$ cat src/rrq_pkg.sv
`timescale 1ns / 1ps

package rrq_pkg;

	// Field widths of one record and of the result
	localparam int KEY_W = 16;
	localparam int DUR_W = 10;
	localparam int SPL_W = 10;
	localparam int PRC_W = 16;
	localparam int REC_W = KEY_W + DUR_W + SPL_W + PRC_W;
	localparam int OCC_W = 5;
	localparam int MODE_W = 2;
	localparam int STATUS_W = 2;

	// Default number of records held
	localparam int QUEUE_DEPTH_DEF = 16;

	// Operation codes carried by each input transaction
	typedef enum logic [MODE_W-1:0] {
		MODE_ENQ    = 2'd0,
		MODE_DEQ    = 2'd1,
		MODE_LOOKUP = 2'd2
	} mode_t;

	// Result status codes
	typedef enum logic [STATUS_W-1:0] {
		ST_OK       = 2'd0,
		ST_FULL     = 2'd1,
		ST_EMPTY    = 2'd2,
		ST_NOTFOUND = 2'd3
	} status_t;

	// One stored record
	typedef struct packed {
		logic [KEY_W-1:0] key;
		logic [DUR_W-1:0] duration;
		logic [SPL_W-1:0] spoilage;
		logic [PRC_W-1:0] price;
	} rec_t;

	// One finished result handed from the sequencer to the output stage
	typedef struct packed {
		status_t          status;
		rec_t             rec;
		logic [OCC_W-1:0] occupancy;
		logic             is_empty;
		logic             is_full;
	} res_t;

endpackage

$ cat src/rrq_ram.sv
`timescale 1ns / 1ps

module rrq_ram #(
	parameter int WIDTH = 8,
	parameter int DEPTH = 16
) (
	input  logic                     clk,
	input  logic                     we,
	input  logic [$clog2(DEPTH)-1:0] waddr,
	input  logic [WIDTH-1:0]         wdata,
	input  logic [$clog2(DEPTH)-1:0] raddr,
	output logic [WIDTH-1:0]         rdata
);

	logic [WIDTH-1:0] mem_q [DEPTH];
	logic [WIDTH-1:0] rdata_q;

	// Write one entry, read one entry with registered data
	always_ff @(posedge clk) begin
		if (we) begin
			mem_q[waddr] <= wdata;
		end
		rdata_q <= mem_q[raddr];
	end

	assign rdata = rdata_q;

endmodule

$ cat src/rrq_ctrl.sv
`timescale 1ns / 1ps

module rrq_ctrl #(
	parameter int QUEUE_DEPTH = rrq_pkg::QUEUE_DEPTH_DEF
) (
	input  logic                           clk,
	input  logic                           arst_n,
	// input transaction
	input  logic                           in_valid,
	output logic                           in_ready,
	input  logic [rrq_pkg::MODE_W-1:0]     mode,
	input  logic [rrq_pkg::KEY_W-1:0]      key,
	input  logic [rrq_pkg::DUR_W-1:0]      duration,
	input  logic [rrq_pkg::SPL_W-1:0]      spoilage,
	input  logic [rrq_pkg::PRC_W-1:0]      price,
	// record store
	output logic                           ram_we,
	output logic [$clog2(QUEUE_DEPTH)-1:0] ram_waddr,
	output rrq_pkg::rec_t                  ram_wdata,
	output logic [$clog2(QUEUE_DEPTH)-1:0] ram_raddr,
	input  rrq_pkg::rec_t                  ram_rdata,
	// finished result
	output logic                           res_valid,
	input  logic                           res_ready,
	output rrq_pkg::res_t                  res
);

	import rrq_pkg::*;

	localparam int PTR_W = $clog2(QUEUE_DEPTH);
	localparam int CNT_W = $clog2(QUEUE_DEPTH + 1);

	typedef enum logic [2:0] {
		ST_IDLE = 3'b001,
		ST_SCAN = 3'b010,
		ST_FIN  = 3'b100
	} state_t;

	state_t             state_q;
	logic [PTR_W-1:0]   head_q;
	logic [PTR_W-1:0]   tail_q;
	logic [PTR_W-1:0]   scan_q;
	logic [CNT_W-1:0]   count_q;
	logic [CNT_W-1:0]   left_q;
	logic [MODE_W-1:0]  mode_q;
	logic [KEY_W-1:0]   key_q;
	status_t            status_q;
	rec_t               rec_q;

	logic is_full;
	logic is_empty;
	logic accept;
	logic hit;

	function automatic logic [PTR_W-1:0] next_ptr(input logic [PTR_W-1:0] p);
		return (p == PTR_W'(QUEUE_DEPTH - 1)) ? '0 : p + 1'b1;
	endfunction

	assign is_full  = (count_q == CNT_W'(QUEUE_DEPTH));
	assign is_empty = (count_q == '0);
	assign in_ready = (state_q == ST_IDLE);
	assign accept   = in_valid && in_ready;

	// Write an enqueued record at the tail on the accepting edge
	assign ram_we             = accept && (mode == MODE_ENQ) && !is_full;
	assign ram_waddr          = tail_q;
	assign ram_wdata.key      = key;
	assign ram_wdata.duration = duration;
	assign ram_wdata.spoilage = spoilage;
	assign ram_wdata.price    = price;

	// Read the head while idle, then walk the scan pointer
	assign ram_raddr = (state_q == ST_IDLE) ? head_q : scan_q;

	// Shared key comparator, one stored record per cycle
	assign hit = (ram_rdata.key == key_q);

	// Sequence pointers, count and state
	always_ff @(posedge clk or negedge arst_n) begin
		if (!arst_n) begin
			state_q <= ST_IDLE;
			head_q  <= '0;
			tail_q  <= '0;
			scan_q  <= '0;
			count_q <= '0;
			left_q  <= '0;
		end else begin
			unique case (state_q)
				ST_IDLE: begin
					if (in_valid) begin
						unique case (mode)
							MODE_ENQ: begin
								if (!is_full) begin
									tail_q  <= next_ptr(tail_q);
									count_q <= count_q + 1'b1;
								end
								state_q <= ST_FIN;
							end
							MODE_DEQ: begin
								state_q <= is_empty ? ST_FIN : ST_SCAN;
							end
							MODE_LOOKUP: begin
								scan_q  <= next_ptr(head_q);
								left_q  <= count_q - 1'b1;
								state_q <= is_empty ? ST_FIN : ST_SCAN;
							end
							default: begin
								state_q <= ST_FIN;
							end
						endcase
					end
				end
				ST_SCAN: begin
					if (mode_q == MODE_DEQ) begin
						head_q  <= next_ptr(head_q);
						count_q <= count_q - 1'b1;
						state_q <= ST_FIN;
					end else if (hit || (left_q == '0)) begin
						state_q <= ST_FIN;
					end else begin
						scan_q <= next_ptr(scan_q);
						left_q <= left_q - 1'b1;
					end
				end
				ST_FIN: begin
					if (res_ready) begin
						state_q <= ST_IDLE;
					end
				end
				default: begin
					state_q <= ST_IDLE;
				end
			endcase
		end
	end

	// Hold the transaction and build its result
	always_ff @(posedge clk) begin
		if (accept) begin
			mode_q <= mode;
			key_q  <= key;
			rec_q  <= '0;
			unique case (mode)
				MODE_ENQ:    status_q <= is_full ? ST_FULL : ST_OK;
				MODE_DEQ:    status_q <= is_empty ? ST_EMPTY : ST_OK;
				MODE_LOOKUP: status_q <= is_empty ? ST_NOTFOUND : ST_OK;
				default:     status_q <= ST_OK;
			endcase
		end else if (state_q == ST_SCAN) begin
			if ((mode_q == MODE_DEQ) || hit) begin
				rec_q <= ram_rdata;
			end else if (left_q == '0) begin
				status_q <= ST_NOTFOUND;
			end
		end
	end

	// Present the result once the queue state is final
	assign res_valid     = (state_q == ST_FIN);
	assign res.status    = status_q;
	assign res.rec       = rec_q;
	assign res.occupancy = OCC_W'(count_q);
	assign res.is_empty  = is_empty;
	assign res.is_full   = is_full;

	a_count_bound: assert property (@(posedge clk) disable iff (!arst_n)
		count_q <= CNT_W'(QUEUE_DEPTH))
		else $error("record count above queue depth");

	a_ptr_meet: assert property (@(posedge clk) disable iff (!arst_n)
		(head_q == tail_q) == (is_empty || is_full))
		else $error("head and tail disagree with record count");

	a_no_write_full: assert property (@(posedge clk) disable iff (!arst_n)
		ram_we |-> (state_q == ST_IDLE) && !is_full)
		else $error("store written while busy or full");

	a_deq_count: assert property (@(posedge clk) disable iff (!arst_n)
		(state_q == ST_SCAN && mode_q == MODE_DEQ) |=> count_q == $past(count_q) - 1'b1)
		else $error("dequeue did not remove exactly one record");

endmodule

$ cat src/record_ring_queue_with_key_lookup_core.sv
`timescale 1ns / 1ps

// Ring queue of records (key, duration, spoilage, price) with key lookup.
// Input channel in_valid/in_ready carries mode, key and the record fields:
// enqueue appends at the tail, dequeue removes and returns the head, lookup
// returns the first record from head to tail whose key matches.
// Output channel out_valid/out_ready carries status, the record fields (zero
// unless a record is returned), occupancy and the empty and full flags.
// One transaction is processed at a time; in_ready is high only when the
// sequencer is idle. Enqueue and any empty/full/unused-mode case go straight
// to the result; dequeue first reads the head record; a lookup reads records
// until a match or until it has read every record held. The lookup walks
// the record store through one read port and one key comparator, one record
// per cycle.
// A new input can be taken once the sequencer has passed its result on.
// A result waits in the output register while the receiver stalls; the
// sequencer takes the next input meanwhile and holds its own result until
// that register frees.
// Reset empties the queue at once; record storage itself is not cleared.
module record_ring_queue_with_key_lookup_core #(
	parameter int QUEUE_DEPTH = rrq_pkg::QUEUE_DEPTH_DEF
) (
	input  logic                         clk,
	input  logic                         arst_n,
	input  logic                         in_valid,
	output logic                         in_ready,
	input  logic [rrq_pkg::MODE_W-1:0]   mode,
	input  logic [rrq_pkg::KEY_W-1:0]    key,
	input  logic [rrq_pkg::DUR_W-1:0]    duration,
	input  logic [rrq_pkg::SPL_W-1:0]    spoilage,
	input  logic [rrq_pkg::PRC_W-1:0]    price,
	output logic                         out_valid,
	input  logic                         out_ready,
	output logic [rrq_pkg::STATUS_W-1:0] status,
	output logic [rrq_pkg::KEY_W-1:0]    rec_key,
	output logic [rrq_pkg::DUR_W-1:0]    rec_duration,
	output logic [rrq_pkg::SPL_W-1:0]    rec_spoilage,
	output logic [rrq_pkg::PRC_W-1:0]    rec_price,
	output logic [rrq_pkg::OCC_W-1:0]    occupancy,
	output logic                         is_empty,
	output logic                         is_full
);

	import rrq_pkg::*;

	localparam int PTR_W = $clog2(QUEUE_DEPTH);

	logic             ram_we;
	logic [PTR_W-1:0] ram_waddr;
	rec_t             ram_wdata;
	logic [PTR_W-1:0] ram_raddr;
	logic [REC_W-1:0] ram_rdata_raw;
	rec_t             ram_rdata;
	logic             res_valid;
	logic             res_ready;
	res_t             res;
	logic             out_valid_q;
	res_t             out_q;

	rrq_ram #(
		.WIDTH (REC_W),
		.DEPTH (QUEUE_DEPTH)
	) u_store (
		.clk   (clk),
		.we    (ram_we),
		.waddr (ram_waddr),
		.wdata (ram_wdata),
		.raddr (ram_raddr),
		.rdata (ram_rdata_raw)
	);

	assign ram_rdata = ram_rdata_raw;

	rrq_ctrl #(
		.QUEUE_DEPTH (QUEUE_DEPTH)
	) u_ctrl (
		.clk       (clk),
		.arst_n    (arst_n),
		.in_valid  (in_valid),
		.in_ready  (in_ready),
		.mode      (mode),
		.key       (key),
		.duration  (duration),
		.spoilage  (spoilage),
		.price     (price),
		.ram_we    (ram_we),
		.ram_waddr (ram_waddr),
		.ram_wdata (ram_wdata),
		.ram_raddr (ram_raddr),
		.ram_rdata (ram_rdata),
		.res_valid (res_valid),
		.res_ready (res_ready),
		.res       (res)
	);

	// Take a new result when the output register is empty or draining
	assign res_ready = !out_valid_q || out_ready;

	always_ff @(posedge clk or negedge arst_n) begin
		if (!arst_n) begin
			out_valid_q <= 1'b0;
		end else if (res_valid && res_ready) begin
			out_valid_q <= 1'b1;
		end else if (out_ready) begin
			out_valid_q <= 1'b0;
		end
	end

	// Load the result payload
	always_ff @(posedge clk) begin
		if (res_valid && res_ready) begin
			out_q <= res;
		end
	end

	assign out_valid    = out_valid_q;
	assign status       = out_q.status;
	assign rec_key      = out_q.rec.key;
	assign rec_duration = out_q.rec.duration;
	assign rec_spoilage = out_q.rec.spoilage;
	assign rec_price    = out_q.rec.price;
	assign occupancy    = out_q.occupancy;
	assign is_empty     = out_q.is_empty;
	assign is_full      = out_q.is_full;

endmodule

$ cat config.mk
export PLATFORM = sky130hd
export DESIGN_NAME = record_ring_queue_with_key_lookup_core
export DESIGN_NICKNAME = d
export VERILOG_FILES = /design/src/rrq_pkg.sv /design/src/rrq_ram.sv /design/src/rrq_ctrl.sv /design/src/record_ring_queue_with_key_lookup_core.sv
export SDC_FILE = /design/constraint.sdc
export NUM_CORES = 1
export LEC_CHECK = 0
export BUFFER_PORTS_ARGS = -buffer_cell sky130_fd_sc_hd__buf_2
export CAP_MARGIN = 20
export CORE_MARGIN = 3
export CORE_UTILIZATION = 45
export CTS_BUF_LIST = sky130_fd_sc_hd__clkbuf_4
export DETAILED_ROUTE_END_ITERATION = 12
export SETUP_SLACK_MARGIN = 0.1
export SLEW_MARGIN = 30
export SYNTH_ARGS = -nofsm -noshare
export SYNTH_HDL_FRONTEND = slang
export SYNTH_HIERARCHICAL = 1
export SYNTH_SLANG_ARGS = --single-unit
$ cat constraint.sdc
create_clock -name clk -period 7.5 [get_ports clk]
set_input_delay 0.75 -clock clk [delete_from_list [all_inputs] [get_ports clk]]
set_output_delay 0.75 -clock clk [all_outputs]
set_load 0.02 [all_outputs]
### Word level (Yosys, flattened, before mapping)

Memory sizes are Yosys's and may differ from the RTL's. A register that Yosys moved wholly into a read port is not among the register bits.
Index checks and enable logic that the tools add are counted.

| cells by class | value |
|---|---|
| add/sub/neg operators | 6 |
| $mul | 0 |
| divide/modulo/power cells | 0 |
| $lt $le $gt $ge | 0 |
| equal/unequal tests | 21 |
| shifts and indexed selects | 0 |
| mux-type cells | 38 |
| bitwise gates (word level) | 1 |
| reduce and logical (&&, ||, !) cells | 24 |

Operators by type and width:

| kind | count |
|---|---|
| 5-bit two-way mux | 8 |
| 4-bit two-way mux | 8 |
| 5-bit one-hot mux with 2 select lines | 2 |
| 3-bit two-way mux | 6 |
| 16-bit == test | 1 |
| 4-bit by 1-bit adder with 4-bit output (second input constant) | 3 |
| 4-bit == test (second input constant) | 3 |
| 2-bit two-way mux | 6 |
| 2-bit inequality test (second input constant) | 6 |
| 5-bit zero test | 2 |
| 5-bit AND reduction | 2 |
| 5-bit by 1-bit subtractor with 5-bit output (second input constant) | 2 |
| 3-bit one-hot mux with 3 select lines | 1 |
| 4-bit one-hot mux with 2 select lines | 1 |
| 2-bit nonzero test | 4 |
| 2-bit by 1-bit inequality test with 1-bit output (second input constant) | 3 |
| 2-bit one-hot mux with 3 select lines | 1 |
| 3-bit AND reduction | 2 |
| 5-bit by 1-bit adder with 5-bit output (second input constant) | 1 |
| 5-bit == test (second input constant) | 1 |
| 1-bit two-way mux | 5 |
| 2-bit by 1-bit == test with 1-bit output (second input constant) | 2 |
| 1-bit logical AND | 4 |
| 2-bit AND reduction | 2 |
| 11 further kinds | 14 |

| word-level totals | value |
|---|---|
| flip-flop bits (word level) | 159 |
| latch bits | 0 |
| memory bits (writable) | 832 |
| ROM bits | 0 |
| bits of input ports | 58 |
| output and inout bits | 63 |
| logic and storage cells | 113 |
| memories kept | 1 |

Memory list:

| memory | words | bits a word | read ports | clocked after Yosys merged registers in | wr ports | line | RTL |
|---|---|---|---|---|---|---|---|
| u_store.mem_q | 16 | 52 | 1 | 1 | 1 | rrq_ram.sv:15 | `logic [WIDTH-1:0] mem_q [DEPTH];` |

### Logic depth before layout (Yosys ltp)

| depth | value |
|---|---|
| depth in word-level cells | 6 |
| mapped depth | 8 |
| depth with buffers taken out | 7 |

### By module

The synthesis kept the hierarchy.

Modules (own cells, without submodules):

| module | times used | cells each | area an instance (um^2) | sequential area each (um^2) |
|---|---|---|---|---|
| rrq_ram | 1 | 1344 | 32215.9 | 26025.0 |
| rrq_ctrl | 1 | 624 | 5708.0 | 2268.4 |
| record_ring_queue_with_key_lookup_core | 1 | 65 | 1885.6 | 1856.8 |

### Worst setup path before layout

OpenSTA, ideal clock, no wires.

| timing | value |
|---|---|
| path kind | input to register |
| start point | input port in_valid |
| end point | memory u_store/mem_q[0][0] (netlist bit), enable pin |
| library setup time | 0.526 ns |
| arrival time | 5.567 ns |
| required time | 6.974 ns |
| path slack | 1.408 ns |
| stages | 5 |
| cells stage by stage | nand4bb_1 -> buf_2 -> a311oi_4 -> or3b_2 -> nor3_1 |

| on the way | value |
|---|---|
| cells in the longest elaborated chain, start to end | 5 |

Ends and longest elaborated chain:

| item | line | RTL |
|---|---|---|
| start, declared | record_ring_queue_with_key_lookup_core.sv:25 | `input logic in_valid,` |
| 1-bit logical AND | rrq_ctrl.sv:62 | `assign accept = in_valid && in_ready;` |
| 1-bit logical AND (2 in series) | rrq_ctrl.sv:65 | `assign ram_we = accept && (mode == MODE_ENQ) && !is_full;` |
| via ram_we | record_ring_queue_with_key_lookup_core.sv:48 | `logic ram_we;` |
| 1-bit two-way mux | rrq_ram.sv:20 | `if (we) begin` |
| 1-bit two-way mux (implied by the code) | rrq_ram.sv:21 | `mem_q[waddr] <= wdata;` |
| end, declared | rrq_ram.sv:15 |  |

The timed path passes the listed nets, and every way through them passes these cells.

### Worst setup path after layout

| timing | value |
|---|---|
| start point | register u_ctrl.state_q[0] |
| end point | register u_store.rdata_q[17], in the netlist u_store/rdata[17], read port of u_store.mem_q |

| on the way | value |
|---|---|
| cells in the longest elaborated chain, start to end | 2 |

Ends and longest elaborated chain:

| item | line | RTL |
|---|---|---|
| start, declared | rrq_ctrl.sv:39 | `state_t state_q;` |
| start signal, assigned | rrq_ctrl.sv:100 | `state_q <= is_empty ? ST_FIN : ST_SCAN;` |
| start signal, assigned | rrq_ctrl.sv:105 | `state_q <= is_empty ? ST_FIN : ST_SCAN;` |
| 3-bit by 1-bit == test with 1-bit output | rrq_ctrl.sv:73 | `assign ram_raddr = (state_q == ST_IDLE) ? head_q : scan_q;` |
| 4-bit two-way mux | rrq_ctrl.sv:73 |  |
| via ram_raddr[0] | record_ring_queue_with_key_lookup_core.sv:51 | `logic [PTR_W-1:0] ram_raddr;` |
| end, declared | rrq_ram.sv:16 | `logic [WIDTH-1:0] rdata_q;` |

The timed path passes the listed nets, and every way through them passes these cells.
A chain may end at the register's enable or synchronous reset.

==> results by group <==
Outcome
  – Run status: complete, no violations

Finish
  – Multi-input logic area: 8830 um2
  – Total Nets Final: 2,443
  – Non-filler cells, final: 3,735
  – Sequential Area: 30,200 um2
  – Share of layout cells above drive strength 1: 0.354
  – Final Util: 0.523
  – Fillcell total: 7,188
  – Area Overhead vs Synth: 14.6%
  – Post-route cell area: 45,600 um2

STA
  – Final clock skew: 0.124 ns
  – Fmax: 0.258 GHz
  – Final setup fails: 0
  – Fin crit period: 3.88 ns
  – Final Max Tran Viols: 0
  – Worst-Margin Slew: 1.05 ns
  – Slew margin rel.: 0.297
  – Fin crit share: 0.518
  – Post-route setup TNS: 0 ns
  – Unrepaired setup endpoints after global routing: false
  – Hold violation count in the final report: 0

Critical path
  – R2R Path Start: u_ctrl/state_q[0]
  – Crit Reg-Reg Endpoint: u_store/rdata[17]
  – Path type of the worst setup path: reg -> reg
  – Worst EP arrival: 4.81 ns
  – Worst Setup End Kind: register
  – Register-to-Register Path Depth: 7
  – Crit Path Max Fanout: 81
  – Req. time, crit path: 8.43 ns
  – Startpoint Class: register
  – R2r setup slk: 3.62 ns

Drt
  – Vias per Instance: 5.62
  – DR WL/cell: 24.6 um
  – DRT Wirelength: 92,100 um
  – # DRC: 0
  – DRT Pass-1 Iters: 5
  – Vias: 21,000
  – ANT nets after route: 0
  – Initial DRC count: 1,899

Logic synthesis
  – Most used flip-flop cell after synthesis: edfxtp_1
  – Syn Std Cell Area: 39,800 um2
  – Synthesized Nets: 2,103
  – Post-synthesis sequential area ratio: 0.757
  – Post-synth top cells: edfxtp_1, mux4_2, nand2_1
  – Seq cells post-synth: 1,043
  – Synth top area cells: edfxtp_1, mux4_2, dfxtp_1
  – Most common cell in the synthesized netlist: edfxtp_1
  – Synthesized area per cell: 19.6 um2
  – Distinct cells, synth: 58
  – Post-synth ARST share: 0.0249
  – Yosys warns: 6
  – Area share of the largest cell type after synthesis: 0.689
  – EDFF count, synth: 913
  – Largest area contributor in the netlist: edfxtp_1
  – Gate Count Post-Synth: 2,033

Clocking
  – CTS tree: done
  – Number of H-tree levels: 5
  – Clk_lat worst skew: 1.16 ns
  – Clock transition at the registers of the reported paths: 0.06 ns
  – Post-CTS sizing: 0
  – Root Driver: clkbuf_4
  – Clock tree buffer depth: 4
  – Total CTS buffers: 283
  – TritonCTS sink count: 1,043

GRT
  – Number of global-route vias before repair: 22,000
  – Largest net degree at the start of global routing: 123
  – Total grt overflow: 0
  – Total GRT Usage: 0.205
  – First-pass GRT wire length: 138,000 um
  – Antenna violations before repair: 8

Flow run
  – # Max-Cap Violations: 0

Pwr
  – Final Power: 17.0 mW
  – Peak supply drop: 309 uV
  – Leak pwr: 15.4 nW
  – Pwr Density: 373 nW/um2

Die
  – Initial core utilization: 0.456
  – Core area: 87,300 um2
  – Die Wd: 303 um
  – I/O pins: 121
  – Die Area: 92,100 um2
  – Vert. Die Dim: 303 um
  – Cell Rows: 108

Placement
  – Placed insts: 3,186
  – Area after DPL: 41,500 um2
  – Routability Congestion: 0.754
  – IO buf count: 120
  – HPWL after DPL: 45,800 um

Worst hold path
  – Hold path depth: 3
  – Hold Crit Class: in -> reg
  – Hold path endpoint: u_ctrl/state_q[2]
  – Hold path startpoint: in_valid
[layout make-up]
class,count,area share
sequential,1043,0.661
multi-input combinational,815,0.194
clock buffer,426,0.0701
timing repair buffer,218,0.0356
tap,1155,0.0317
clock inverter,53,0.00628
inverter,12,0.000988
antenna,13,0.000713
[cells in the final DEF, fill, tap and decap left out, types with 4 or more instances in the layout]
master           n
nor2_4          15
buf_2          120
nand2b_1         6
o21ai_0         12
mux2_2          55
xor2_1           4
mux4_2         208
buf_4           27
nor3_1           8
nand3_1         55
clkinv_1        42
inv_1           11
dfrtp_1         25
nand4_1          7
xnor2_1         23
a21oi_1         12
a22oi_1        157
clkinv_2         4
diode_2         13
dlygate4sd3_1   56
o221a_2          5
inv_2            4
buf_16           4
dfxtp_1        104
ha_1            12
nand2_1        182
nor2_1           7
buf_6            7
clkbuf_4       426
nor3_2           4
edfxtp_1       913
[state kept, by name, summed over array words and instances, names as in the netlist]
register / count
status: 2
out_valid: 1
occupancy: 5
rec_spoilage: 10
u_ctrl/left_q: 5
u_ctrl/res: 52
u_ctrl/state_q: 3
is_empty: 1
u_ctrl/mode_q: 2
u_ctrl/ram_waddr: 4
u_ctrl/status_q: 2
u_ctrl/scan_q: 4
u_store/mem_q: 832
u_ctrl/count_q: 5
u_store/rdata: 52
rec_key: 16
is_full: 1
rec_duration: 10
u_ctrl/head_q: 4
u_ctrl/key_q: 16
rec_price: 16
[where the power goes]
part | switching (mW) | total, mW | internal [mW] | leakage [nW]
sequential | 0.402 | 7.29 | 6.88 | 9.39
clock | 2.19 | 4.87 | 2.68 | 2.10
combinational | 2.50 | 4.86 | 2.37 | 3.94
total | 5.09 | 17.0 | 11.9 | 15.4
[per-layer routing]
layer | routed length (um) | GRT usage
met5 | 13 | 0
met4 | 1960 | 0.0698
met3 | 6590 | 0.0418
met2 | 44100 | 0.319
met1 | 39400 | 0.290
[cell families after synthesis]
family / count (synthesis) / share of synthesized area
mux: 268 / 0.135
flops: 1043 / 0.757
simple gates: 307 / 0.0347
buf+inv: 175 / 0.0260
xor+xnor: 27 / 0.00594
compound gates: 201 / 0.0377
fa+ha+maj: 12 / 0.00377
[worst max-delay path: stages, from the launching register on]
cell	delay, ns
dfstp_2	0.61
nor3b_2	0.62
mux2_8	0.57
buf_16	0.33
buf_12	0.57
mux4_2	0.59
a22oi_1	0.24
nand2_1	0.13
[worst max path at each step]
stage,endpoint,cells after the start,slack [ns],from
after floorplan,u_store/mem_q[0][0],5,1.41,in_valid
after CTS,u_store/rdata[41],6,3.49,u_ctrl/state_q[0]
after detailed placement,u_store/rdata[37],6,3.43,u_ctrl/state_q[0]
after global placement,u_store/mem_q[10][12],8,3.40,mode[0]
after global routing,u_store/rdata[17],7,3.23,u_ctrl/state_q[0]
final,u_store/rdata[17],7,3.62,u_ctrl/state_q[0]
[metrics by stage]
stage          hold slack (ns)  worst slack [ns]
6_report                 0.119              3.62
5_1_grt                 0.0498              3.23
4_1_cts                 0.0154              3.49
3_5_place_dp             0.414              3.43
3_3_place_gp             0.411              3.40
2_1_floorplan            0.400              1.41
[repair_timing]
| action | in CTS | in global routing |
|---|---|---|
| hold buffers | 56 | 0 |
| setup buffers | 0 | 0 |
| endpoints found under the hold margin | 847 | 0 |
(Power assumes the default switching activity.)
